===== config.mk =====
export PLATFORM = sky130hd
export DESIGN_NAME = frame_rate_moving_average_unit
export DESIGN_NICKNAME = d
export VERILOG_FILES = /design/src/rtl/frma_pkg.sv /design/src/rtl/frma_ram.sv /design/src/rtl/frma_div.sv /design/src/rtl/frame_rate_moving_average_unit.sv
export SDC_FILE = /design/constraint.sdc
export NUM_CORES = 2
export LEC_CHECK = 0
export BUFFER_PORTS_ARGS = -buffer_cell sky130_fd_sc_hd__clkbuf_2
export CAP_MARGIN = 20
export CORE_MARGIN = 10
export CORE_UTILIZATION = 63
export DETAILED_ROUTE_END_ITERATION = 8
export PLACE_DENSITY_LB_ADDON = 0.12
export SLEW_MARGIN = 20
export SYNTH_ARGS = -nofsm -noshare
export SYNTH_HDL_FRONTEND = slang
export SYNTH_SLANG_ARGS = --single-unit

===== constraint.sdc =====
create_clock -name clk -period 8.8 [get_ports clk]
set_input_delay 0.44 -clock clk [delete_from_list [all_inputs] [get_ports clk]]
set_output_delay 0.44 -clock clk [all_outputs]
set_load 0.01 [all_outputs]

===== src/rtl/frma_pkg.sv =====
`timescale 1ns / 1ps
`default_nettype none

package frma_pkg;

    localparam int WINDOW        = 60;
    localparam int TICKS_W       = 24;
    localparam int HZ_W          = 32;
    localparam int FPS_W         = 24;
    localparam int ELAPSED_W     = 48;
    localparam int FRAC_W        = 8;

    localparam int RESET_TICKS   = 16667;
    localparam int TICK_HZ_RESET = 1000000;

    localparam int IDX_W = (WINDOW > 1) ? $clog2(WINDOW) : 1;
    localparam int WIN_W = $clog2(WINDOW + 1);

    localparam longint SUM_MAX = longint'(WINDOW) * ((longint'(1) << TICKS_W) - 1);
    localparam int     SUM_W   = $clog2(SUM_MAX + 1);
    localparam longint SUM_RST = longint'(WINDOW) * longint'(RESET_TICKS);

    localparam int NUM_W = HZ_W + WIN_W + FRAC_W;
    localparam int CNT_W = $clog2(NUM_W + 1);

    // floor(sum / WINDOW) as (sum * RECIP_MULT) >> RECIP_SHIFT, exact for sum < 2^SUM_W
    localparam int     RECIP_SHIFT = SUM_W + WIN_W;
    localparam longint RECIP_MULT  =
        ((longint'(1) << RECIP_SHIFT) + longint'(WINDOW) - 1) / longint'(WINDOW);
    localparam int     RECIP_W     = $clog2(RECIP_MULT + 1);
    localparam int     PROD_W      = SUM_W + RECIP_W;

    typedef struct packed {
        logic start;
    } frma_div_req_t;

    typedef struct packed {
        logic busy;
        logic done;
    } frma_div_stat_t;

endpackage

`default_nettype wire


===== src/rtl/frma_ram.sv =====
`timescale 1ns / 1ps
`default_nettype none

module frma_ram #(
    parameter int WIDTH = 8,
    parameter int DEPTH = 16
) (
    input  wire logic                                          clk,
    input  wire logic                                          we,
    input  wire logic [((DEPTH > 1) ? $clog2(DEPTH) : 1)-1:0] waddr,
    input  wire logic [WIDTH-1:0]                              wdata,
    input  wire logic [((DEPTH > 1) ? $clog2(DEPTH) : 1)-1:0] raddr,
    output      logic [WIDTH-1:0]                              rdata
);

    logic [WIDTH-1:0] mem_reg [DEPTH];

    always_ff @(posedge clk)
    begin
        if (we)
        begin
            mem_reg[waddr] <= wdata;
        end
        rdata <= mem_reg[raddr];
    end

endmodule

`default_nettype wire


===== src/rtl/frma_div.sv =====
`timescale 1ns / 1ps
`default_nettype none

// restoring divider, one quotient bit per cycle
module frma_div
    import frma_pkg::*;
(
    input  wire logic                 clk,
    input  wire logic                 rst_n,
    input  wire frma_div_req_t        req,
    input  wire logic [NUM_W-1:0]     num,
    input  wire logic [SUM_W-1:0]     den,
    output      frma_div_stat_t       stat,
    output      logic [NUM_W-1:0]     quot
);

    logic             busy_reg, busy_next;
    logic             done_reg, done_next;
    logic [CNT_W-1:0] cnt_reg, cnt_next;
    logic [SUM_W-1:0] rem_reg;
    logic [NUM_W-1:0] quo_reg;
    logic [SUM_W-1:0] den_reg;

    logic [SUM_W:0]   shifted;
    logic [SUM_W+1:0] diff;
    logic             q_bit;
    logic [SUM_W-1:0] rem_step;

    always_comb
    begin
        shifted  = {rem_reg, quo_reg[NUM_W-1]};
        diff     = {1'b0, shifted} - {2'b00, den_reg};
        q_bit    = ~diff[SUM_W+1];
        rem_step = q_bit ? diff[SUM_W-1:0] : shifted[SUM_W-1:0];
    end

    always_comb
    begin
        busy_next = busy_reg;
        done_next = 1'b0;
        cnt_next  = cnt_reg;
        if (req.start)
        begin
            busy_next = 1'b1;
            cnt_next  = '0;
        end
        else if (busy_reg)
        begin
            cnt_next = cnt_reg + 1'b1;
            if (cnt_reg == CNT_W'(NUM_W - 1))
            begin
                busy_next = 1'b0;
                done_next = 1'b1;
            end
        end
    end

    always_ff @(posedge clk or negedge rst_n)
    begin
        if (!rst_n)
        begin
            busy_reg <= 1'b0;
            done_reg <= 1'b0;
            cnt_reg  <= '0;
        end
        else
        begin
            busy_reg <= busy_next;
            done_reg <= done_next;
            cnt_reg  <= cnt_next;
        end
    end

    always_ff @(posedge clk)
    begin
        if (req.start)
        begin
            rem_reg <= '0;
            quo_reg <= num;
            den_reg <= den;
        end
        else if (busy_reg)
        begin
            rem_reg <= rem_step;
            quo_reg <= {quo_reg[NUM_W-2:0], q_bit};
        end
    end

    assign stat.busy = busy_reg;
    assign stat.done = done_reg;
    assign quot      = quo_reg;

endmodule

`default_nettype wire


===== src/rtl/frame_rate_moving_average_unit.sv =====
// Frame-rate meter over a sliding window of the last 60 frame times. Each input word is one
// frame time in reference-clock ticks; one result word follows with the smoothed rate
// (60 * tick_hz / window sum, unsigned 16.8, truncated, saturating, 0 for a zero sum), the mean
// frame time and a 48-bit wrapping elapsed count. After acceptance a word goes through these
// steps in order: the ring and sum are updated, the divider is started and the mean is formed,
// the bit-serial rate divider runs (one quotient bit per cycle), the divider raises its done
// flag, and the output register is loaded once it is free. in_stall is high throughout,
// and for as long as a stalled result holds off the load, so a word is taken only once the
// previous result has been loaded; a finished result may wait in the output register while
// the next word is accepted. After reset the ring reads as 16667 ticks per entry, whatever
// tick_hz is; no clearing pass is needed. tick_hz is written through the cfg channel, always
// ready, and is sampled when a word is accepted.
`timescale 1ns / 1ps
`default_nettype none

module frame_rate_moving_average_unit
    import frma_pkg::*;
(
    input  wire logic                   clk,
    input  wire logic                   rst_n,
    input  wire logic                   in_valid,
    output      logic                   in_stall,
    input  wire logic [TICKS_W-1:0]     frame_ticks,
    output      logic                   out_valid,
    input  wire logic                   out_stall,
    output      logic [FPS_W-1:0]       fps_fixed,
    output      logic [TICKS_W-1:0]     avg_frame_ticks,
    output      logic [ELAPSED_W-1:0]   elapsed_ticks,
    input  wire logic                   cfg_valid,
    output      logic                   cfg_ready,
    input  wire logic [HZ_W-1:0]        cfg_data
);

    typedef enum logic [4:0] {
        ST_IDLE = 5'b00001,
        ST_READ = 5'b00010,
        ST_MUL  = 5'b00100,
        ST_DIV  = 5'b01000,
        ST_DONE = 5'b10000
    } state_t;

    state_t                 state_reg, state_next;
    logic [HZ_W-1:0]        tick_hz_reg;
    logic [WINDOW-1:0]      valid_reg;
    logic [IDX_W-1:0]       idx_reg;
    logic [SUM_W-1:0]       sum_reg;
    logic [ELAPSED_W-1:0]   elapsed_reg;
    logic                   out_valid_reg, out_valid_next;

    logic [TICKS_W-1:0]     ticks_reg;
    logic [NUM_W-1:0]       num_reg;
    logic [PROD_W-1:0]      prod_reg;
    logic [FPS_W-1:0]       fps_reg;
    logic [TICKS_W-1:0]     avg_reg;
    logic [ELAPSED_W-1:0]   elapsed_out_reg;

    logic                   in_take;
    logic                   out_take;
    logic                   out_load;
    logic [TICKS_W-1:0]     ram_rdata;
    logic [TICKS_W-1:0]     old_ticks;
    logic [SUM_W-1:0]       sum_upd;
    logic [FPS_W-1:0]       fps_val;
    frma_div_req_t          div_req;
    frma_div_stat_t         div_stat;
    logic [NUM_W-1:0]       div_quot;

    assign cfg_ready = 1'b1;
    assign in_stall  = (state_reg != ST_IDLE);
    assign in_take   = in_valid && !in_stall;
    assign out_take  = out_valid_reg && !out_stall;
    assign out_load  = (state_reg == ST_DONE) && (!out_valid_reg || !out_stall);

    assign old_ticks = valid_reg[idx_reg] ? ram_rdata : TICKS_W'(RESET_TICKS);
    assign sum_upd   = sum_reg - SUM_W'(old_ticks) + SUM_W'(ticks_reg);

    assign div_req.start = (state_reg == ST_MUL);

    always_comb
    begin
        if (sum_reg == '0)
        begin
            fps_val = '0;
        end
        else if (|div_quot[NUM_W-1:FPS_W])
        begin
            fps_val = '1;
        end
        else
        begin
            fps_val = div_quot[FPS_W-1:0];
        end
    end

    frma_ram #(
        .WIDTH (TICKS_W),
        .DEPTH (WINDOW)
    ) u_ring (
        .clk   (clk),
        .we    (state_reg == ST_READ),
        .waddr (idx_reg),
        .wdata (ticks_reg),
        .raddr (idx_reg),
        .rdata (ram_rdata)
    );

    frma_div u_div (
        .clk   (clk),
        .rst_n (rst_n),
        .req   (div_req),
        .num   (num_reg),
        .den   (sum_reg),
        .stat  (div_stat),
        .quot  (div_quot)
    );

    always_comb
    begin
        state_next = state_reg;
        unique case (state_reg)
            ST_IDLE:
            begin
                if (in_take)
                begin
                    state_next = ST_READ;
                end
            end
            ST_READ: state_next = ST_MUL;
            ST_MUL:  state_next = ST_DIV;
            ST_DIV:
            begin
                if (div_stat.done)
                begin
                    state_next = ST_DONE;
                end
            end
            ST_DONE:
            begin
                if (out_load)
                begin
                    state_next = ST_IDLE;
                end
            end
            default: state_next = ST_IDLE;
        endcase
    end

    always_comb
    begin
        out_valid_next = out_valid_reg;
        if (out_load)
        begin
            out_valid_next = 1'b1;
        end
        else if (out_take)
        begin
            out_valid_next = 1'b0;
        end
    end

    always_ff @(posedge clk or negedge rst_n)
    begin
        if (!rst_n)
        begin
            state_reg     <= ST_IDLE;
            tick_hz_reg   <= HZ_W'(TICK_HZ_RESET);
            valid_reg     <= '0;
            idx_reg       <= '0;
            sum_reg       <= SUM_W'(SUM_RST);
            elapsed_reg   <= '0;
            out_valid_reg <= 1'b0;
        end
        else
        begin
            state_reg     <= state_next;
            out_valid_reg <= out_valid_next;
            if (cfg_valid && cfg_ready)
            begin
                tick_hz_reg <= cfg_data;
            end
            if (state_reg == ST_READ)
            begin
                valid_reg[idx_reg] <= 1'b1;
                sum_reg            <= sum_upd;
                elapsed_reg        <= elapsed_reg + ELAPSED_W'(ticks_reg);
                if (idx_reg == IDX_W'(WINDOW - 1))
                begin
                    idx_reg <= '0;
                end
                else
                begin
                    idx_reg <= idx_reg + 1'b1;
                end
            end
        end
    end

    always_ff @(posedge clk)
    begin
        if (in_take)
        begin
            ticks_reg <= frame_ticks;
            num_reg   <= {(HZ_W + WIN_W)'(tick_hz_reg) * (HZ_W + WIN_W)'(WINDOW),
                          {FRAC_W{1'b0}}};
        end
        if (state_reg == ST_MUL)
        begin
            prod_reg <= PROD_W'(sum_reg) * PROD_W'(RECIP_MULT);
        end
        if (out_load)
        begin
            fps_reg         <= fps_val;
            avg_reg         <= prod_reg[RECIP_SHIFT +: TICKS_W];
            elapsed_out_reg <= elapsed_reg;
        end
    end

    assign out_valid       = out_valid_reg;
    assign fps_fixed       = fps_reg;
    assign avg_frame_ticks = avg_reg;
    assign elapsed_ticks   = elapsed_out_reg;

endmodule

`default_nettype wire


=== Word level (Yosys, flattened, before mapping) ===
Memory sizes are Yosys's and may differ from the RTL's. A register that Yosys moved wholly into a read port is not among the register bits.
Index checks and enable logic that the tools add are counted.

* Register bits: 512
* Latch bits: 0
* Bits in writable memories: 1440
* ROM bits: 0
* Bits of input ports: 61
* Memories kept: 1

* $add $sub $neg: 6
* $mul: 2
* Div/mod/pow operators: 0
* $lt $le $gt $ge: 2
* Equal/unequal tests: 11
* Shift operators: 0
* Muxes and demuxes: 26
* Bitwise gates (word level): 2
* Reduce and logical (&&, ||, !) cells: 13

{| class="wikitable"
|+ Memory list
! memory !! depth !! width !! rd ports !! clocked after Yosys merged registers in !! write ports !! RTL line !! RTL
|-
| u_ring.mem_reg || 60 || 24 || 1 || 1 || 1 || frma_ram.sv:16 || <nowiki>logic [WIDTH-1:0] mem_reg [DEPTH];</nowiki>
|}

{| class="wikitable"
|+ Operators with widths
! cell !! count
|-
| 46-bit 2-to-1 mux || 2
|-
| 30-bit by 31-bit multiplier with 60-bit output, second input constant || 1
|-
| 60-bit bitwise OR || 1
|-
| 48-bit by 24-bit adder with 48-bit output || 1
|-
| 24-bit 2-to-1 mux || 2
|-
| 32-bit by 4-bit multiplier with 36-bit output, second input constant || 1
|-
| 31-bit by 30-bit subtractor with 32-bit output || 1
|-
| 30-bit by 24-bit adder with 30-bit output || 1
|-
| 30-bit zero test || 1
|-
| 30-bit 2-to-1 mux || 1
|-
| 30-bit by 24-bit subtractor with 30-bit output || 1
|-
| 5-bit one-hot mux with 5 select lines || 1
|-
| 22-bit OR reduction || 1
|-
| 6-bit 2-to-1 mux || 3
|-
| 5-bit 2-to-1 mux || 3
|-
| 6-bit by 1-bit adder with 6-bit output, second input constant || 2
|-
| 6-bit equality test, second input constant || 2
|-
| 1-bit 2-to-1 mux || 12
|-
| 6-bit by 7-bit < comparator with 1-bit output, second input constant || 1
|-
| 1-bit binary-select mux with 6-bit select || 1
|-
| 1-bit demux with 6-bit select || 1
|-
| 6-bit by 1-bit greater-or-equal comparator with 1-bit output, second input constant || 1
|-
| 5-bit by 1-bit equality test with 1-bit output, second input constant || 1
|-
| 5-bit by 2-bit equality test with 1-bit output, second input constant || 1
|-
| other kinds (12) || 19
|}

=== Logic depth before layout (Yosys ltp) ===
* Depth in word-level cells: 5
* Depth in mapped cells: 27
* Mapped depth without buffers: 25

=== Modules after synthesis ===
A second synthesis with hierarchy kept.

* Cell total of the unflattened synthesis: 5528
* Area, all modules: 89634.7 sq um

{| class="wikitable"
|+ By module, submodules not included
! module !! instances !! cells each !! area an instance (sq um) !! sequential area each (sq um)
|-
| frma_ram || 1 || 2463 || 55824.8 || 43721.9
|-
| frame_rate_moving_average_unit || 1 || 2484 || 27620.2 || 9980.8
|-
| frma_div || 1 || 581 || 6189.7 || 3083.0
|}

=== Worst setup path before layout ===
No wires, ideal clock.

* Kind: register to register
* Start point: reg sum_reg[6]
* End point: reg prod_reg[55], data pin
* Setup time: 0.258 ns
* Arrival: 6.012 ns
* Slack: 2.530 ns
* Stages on the path, launching flop included: 23
* Path buffers: 0
* Clock period less this slack: 6.270 ns
* Path through: dfstp_2 -> ha_1 -> ha_1 -> inv_1 -> fa_1 -> inv_1 -> fa_1 -> inv_1 -> fa_1 -> inv_1 -> fa_1 -> ha_1 -> ha_1 -> nand3_1 -> or4_4 -> nand3b_4 -> o31ai_2 -> a211oi_2 -> a2111oi_2 -> nor2_1 -> o221ai_2 -> a21oi_2 -> xnor2_1

* Cells in the longest elaborated chain, start to end: 1

{| class="wikitable"
|+ Ends and longest elaborated chain
! item !! RTL line !! RTL
|-
| start, declared || frame_rate_moving_average_unit.sv:46 || <nowiki>logic [SUM_W-1:0] sum_reg;</nowiki>
|-
| start signal, assigned || frame_rate_moving_average_unit.sv:169 || <nowiki>sum_reg <= SUM_W'(SUM_RST);</nowiki>
|-
| start signal, assigned || frame_rate_moving_average_unit.sv:184 || <nowiki>sum_reg <= sum_upd;</nowiki>
|-
| 30-bit by 31-bit multiplier with 60-bit output || frame_rate_moving_average_unit.sv:208 || <nowiki>prod_reg <= PROD_W'(sum_reg) * PROD_W'(RECIP_MULT);</nowiki>
|-
| end signal, assigned || frame_rate_moving_average_unit.sv:208 ||
|-
| end, declared || frame_rate_moving_average_unit.sv:52 || <nowiki>logic [PROD_W-1:0] prod_reg;</nowiki>
|}

No other way between the ends.
A chain may end at the register's enable or synchronous reset.

=== Worst setup path after layout ===
* Start point: reg sum_reg[6]
* End point: reg prod_reg[59], data pin

Same word-level chain as after synthesis.

==> results.md <==
* Worst R2R Path Depth at 22
* Hold violation count in the final report at 0
* Largest clock skew in the final design at 0.0544 ns
* Portion of the post-synthesis area used by sequential elements at 0.661
* Summed instance area of the synthesized netlist at 85,900 um2
* Core Footprint at 135,000 um2
* Max FFs per register at 1,440
* Unique masters post-synth at 86
* Max-cap violations at 0
* Max-slew violations at 0
* I/O Buffers at around 160
* Width of the chip at 389 um
* Startpoint kind of the worst setup timing path: register
* RSZ-0062 raised after global routing: false
* Total CTS buffers at 188
* Post-cts resize count at 0
* Critical path's top delay family: adder cells
* Post-Synth XOR/XNOR Area at 0.0148
* Reg-to-reg critical path startpoint: sum_reg[6]
* Final Wtd Congestion at 0.924
* Initial cell density of the core at 0.634
* GR Util All Layers at 0.299
* Clock latency at the later pin of the worst-skew pair at 0.85 ns
* Count of nets after finishing at a little under 7,000
* Synthesized-area fraction occupied by ao, oa, aoi and oai cells at 0.121
* EDFF count, synth at 1,696
* Main flop type after synthesis: sky130_fd_sc_hd__edfxtp_1
* Mean routed wirelength per cell at about 28 um
* Number of clock sinks at between 1,500 and 2,000
* Number of remaining DRC errors at 0
* FILL cells at ~8,700
* Buffer count from post-CTS setup fixing at 0
* Adder-cell share of the synthesized area at 0.107
* Number of endpoints failing setup at the final stage at 0
* Worst path required time at 9.36 ns
* Post-synthesis mux area share at 0.0155
* Die Span Y at 389 um
* DIE AREA at 151,000 um2
* Post-synthesis simple-gate area fraction at 0.0523
* Drt total wl at 229,000 um
* Endpoint type of the worst setup path: register
* Critical path's slowest cell: sky130_fd_sc_hd__dfstp_2
* HP Class: in2async
* DRT Pass-1 Iters at 6
* Result of the run: finished, final reports clean
* DRT iter0 DRCs at 5,933
* H-tree depth reported by CTS at 4
* First-pass GRT wire length at 339,000 um
* Reg clk slew, reported paths at 0.06 ns
* Main combinational cell family by area after synthesis: compound AO/OA/AOI/OAI gates
* Tcrit/Tclk final at 0.816
* Post-Synthesis Mean Instance Area at 14.8 um2
* Number of cells on the critical path at 22
* Asr flop ratio synth at 0.0979
* Cell chosen for the clock root: sky130_fd_sc_hd__clkbuf_16
* Buf+Inv Stages, Crit Path at 4
* Vias per Instance at 6.57
* Yosys reg bits at 1,940
* Cell breakdown of the critical path: ha_1 -> ha_1 -> inv_1 -> fa_1 -> inv_1 -> fa_1 -> inv_1 -> fa_1 -> inv_1 -> fa_1 -> ha_1 -> ha_1 -> nand3_1 -> nor3_1 -> nand4_1 -> a2111oi_0 -> nor3_1 -> a2bb2oi_1 -> a21oi_1 -> o21bai_1 -> a21oi_1 -> xnor2_1
* Number of rows in the core area at between 100 and 150
* CP max stage delay at 0.64 ns
* Achievable frequency at 139 MHz
* WS Path Type: reg2reg
* Commonest non-fill, non-tap cell in the layout: sky130_fd_sc_hd__edfxtp_1
* Fin Setup TNS at 0 ns
* Largest net degree at the start of global routing at between 70 and 80
* Post-synthesis to final-layout area growth at 12.3%
* GRT overflow at 0
* Number of antenna violations at the first check in global routing at 4
* Start point of the critical path: sum_reg[6]
* Critical path data arrival time at 7.74 ns
* Commonest cells after routing, fill and taps aside: sky130_fd_sc_hd__edfxtp_1 (1,696), sky130_fd_sc_hd__a22oi_1 (410), sky130_fd_sc_hd__ha_1 (401)
* Worst Tran Pin Value at roughly 1.2 ns
* Number of global-route vias before repair at 53,200
* Worst rel slew slack at 0.190
* Ports placed on the boundary at 160
* Total nets after synthesis at 6,488
* Warning count from the yosys run at 0
* Max clock buf depth at 3
* Count of nets left with antenna violations after detail routing at 0
* TritonCTS clock tree: yes
* Detailed-placement wirelength estimate at 141,000 um
* Critical-path maximum fanout at 8
* Total vias in the final route at 53,000
* Post-Syn Instances at 5,817
* Fraction of layout instances using a drive strength above 1 at 0.139
* Fin crit period at slightly above 7 ns
==> timing repair <==
action,CTS,global route
hold buffers,59,0
endpoints found under the setup margin,0,0
hold endpoints to repair,115,0
==> stage by stage <==
| stage | worst slack, ns | instances | area [um2] | hold slack [ns] | utilization |
|---|---|---|---|---|---|
| 6_report | 1.62 | 8074 | 96400 | 0.158 | 0.712 |
| 5_1_grt | 1.15 | 8071 | 96400 | 0.189 | 0.712 |
| 4_1_cts | 1.62 | 8071 | 96400 | 0.145 | 0.712 |
| 3_5_place_dp | 1.67 | 7662 | 89400 | 0.405 | 0.660 |
| 3_3_place_gp | 1.90 | 7662 | 89400 | 0.401 | 0.660 |
| 2_1_floorplan | 2.53 | 5817 | 85900 | 0.144 | - |
==> metal layers <==
| layer | GRT usage | up-vias | share of wire |
|---|---|---|---|
| li1 | - | 23000 | - |
| met1 | 0.377 | 26700 | 0.37 |
| met2 | 0.492 | 2794 | 0.49 |
| met3 | 0.0627 | 538 | 0.095 |
| met4 | 0.149 | 2 | 0.054 |
| met5 | 0 | - | 0.000052 |
==> cells by family after synthesis <==
family | after synthesis
AO/OA/AOI/OAI | 1482
XOR/XNOR | 145
adder cells (fa/ha/maj) | 610
buffers and inverters | 628
flip-flops | 1940
multiplexers | 91
other | 1
AND/OR/NAND/NOR | 920
==> worst paths after layout <==
| path | endpoint | slack (ns) |
|---|---|---|
| hold reg to reg | avg_frame_ticks[6] | 0.42 |
| min in group clk | ticks_reg[21] | 0.30 |
| setup reg to reg | prod_reg[59] | 1.62 |
| hold / removal | sum_reg[0] | 0.16 |
| setup / recovery | prod_reg[59] | 1.62 |
| max in group asynchronous | idx_reg[0] | 7.23 |
==> Yosys cell counts (22+ instances only) <==
| master | number | share of area |
|---|---|---|
| sky130_fd_sc_hd__edfxtp_1 | 1696 | 0.59 |
| sky130_fd_sc_hd__a22oi_1 | 410 | 0.036 |
| sky130_fd_sc_hd__ha_1 | 401 | 0.058 |
| sky130_fd_sc_hd__inv_1 | 368 | 0.016 |
| sky130_fd_sc_hd__nand2_1 | 289 | 0.013 |
| sky130_fd_sc_hd__a21oi_1 | 231 | 0.013 |
| sky130_fd_sc_hd__fa_1 | 209 | 0.049 |
| sky130_fd_sc_hd__o21ai_0 | 198 | 0.012 |
| sky130_fd_sc_hd__nor2_1 | 191 | 0.0084 |
| sky130_fd_sc_hd__clkbuf_1 | 175 | 0.0077 |
| sky130_fd_sc_hd__dfrtp_1 | 173 | 0.050 |
| sky130_fd_sc_hd__a22o_1 | 130 | 0.013 |
| sky130_fd_sc_hd__a221oi_1 | 119 | 0.012 |
| sky130_fd_sc_hd__a31oi_1 | 100 | 0.0073 |
| sky130_fd_sc_hd__xnor2_1 | 94 | 0.0096 |
| sky130_fd_sc_hd__nand3_1 | 85 | 0.0050 |
| sky130_fd_sc_hd__nand4_1 | 74 | 0.0054 |
| sky130_fd_sc_hd__a21o_1 | 72 | 0.0063 |
| sky130_fd_sc_hd__buf_1 | 69 | 0.0030 |
| sky130_fd_sc_hd__or2_2 | 66 | 0.0048 |
| sky130_fd_sc_hd__dfxtp_1 | 54 | 0.013 |
| sky130_fd_sc_hd__xor2_1 | 51 | 0.0052 |
| sky130_fd_sc_hd__mux2_2 | 46 | 0.0060 |
| sky130_fd_sc_hd__o21a_1 | 44 | 0.0038 |
| sky130_fd_sc_hd__nor2b_1 | 41 | 0.0030 |
| sky130_fd_sc_hd__o211ai_1 | 39 | 0.0034 |
| sky130_fd_sc_hd__nor3_1 | 35 | 0.0020 |
| sky130_fd_sc_hd__nand2b_1 | 31 | 0.0023 |
| sky130_fd_sc_hd__nor4_1 | 30 | 0.0022 |
| sky130_fd_sc_hd__mux4_2 | 29 | 0.0076 |
| sky130_fd_sc_hd__a41oi_1 | 25 | 0.0026 |
| sky130_fd_sc_hd__a211oi_1 | 22 | 0.0019 |
| sky130_fd_sc_hd__o21bai_1 | 22 | 0.0019 |
==> cell type report <==
class	count	area (um2)	area share
clock inverter	104	1240	0.0129
tap	1781	2230	0.0231
clock buffer	246	5180	0.0537
inverter	369	1390	0.0144
timing repair buffer	382	2640	0.0274
multi-input combinational	3249	27000	0.280
antenna	3	7.51	0.0000779
sequential	1940	56800	0.589
Power is left out: the tool's default activity adds up to more than one toggle a clock period on the data nets, which glitch-free logic cannot reach.
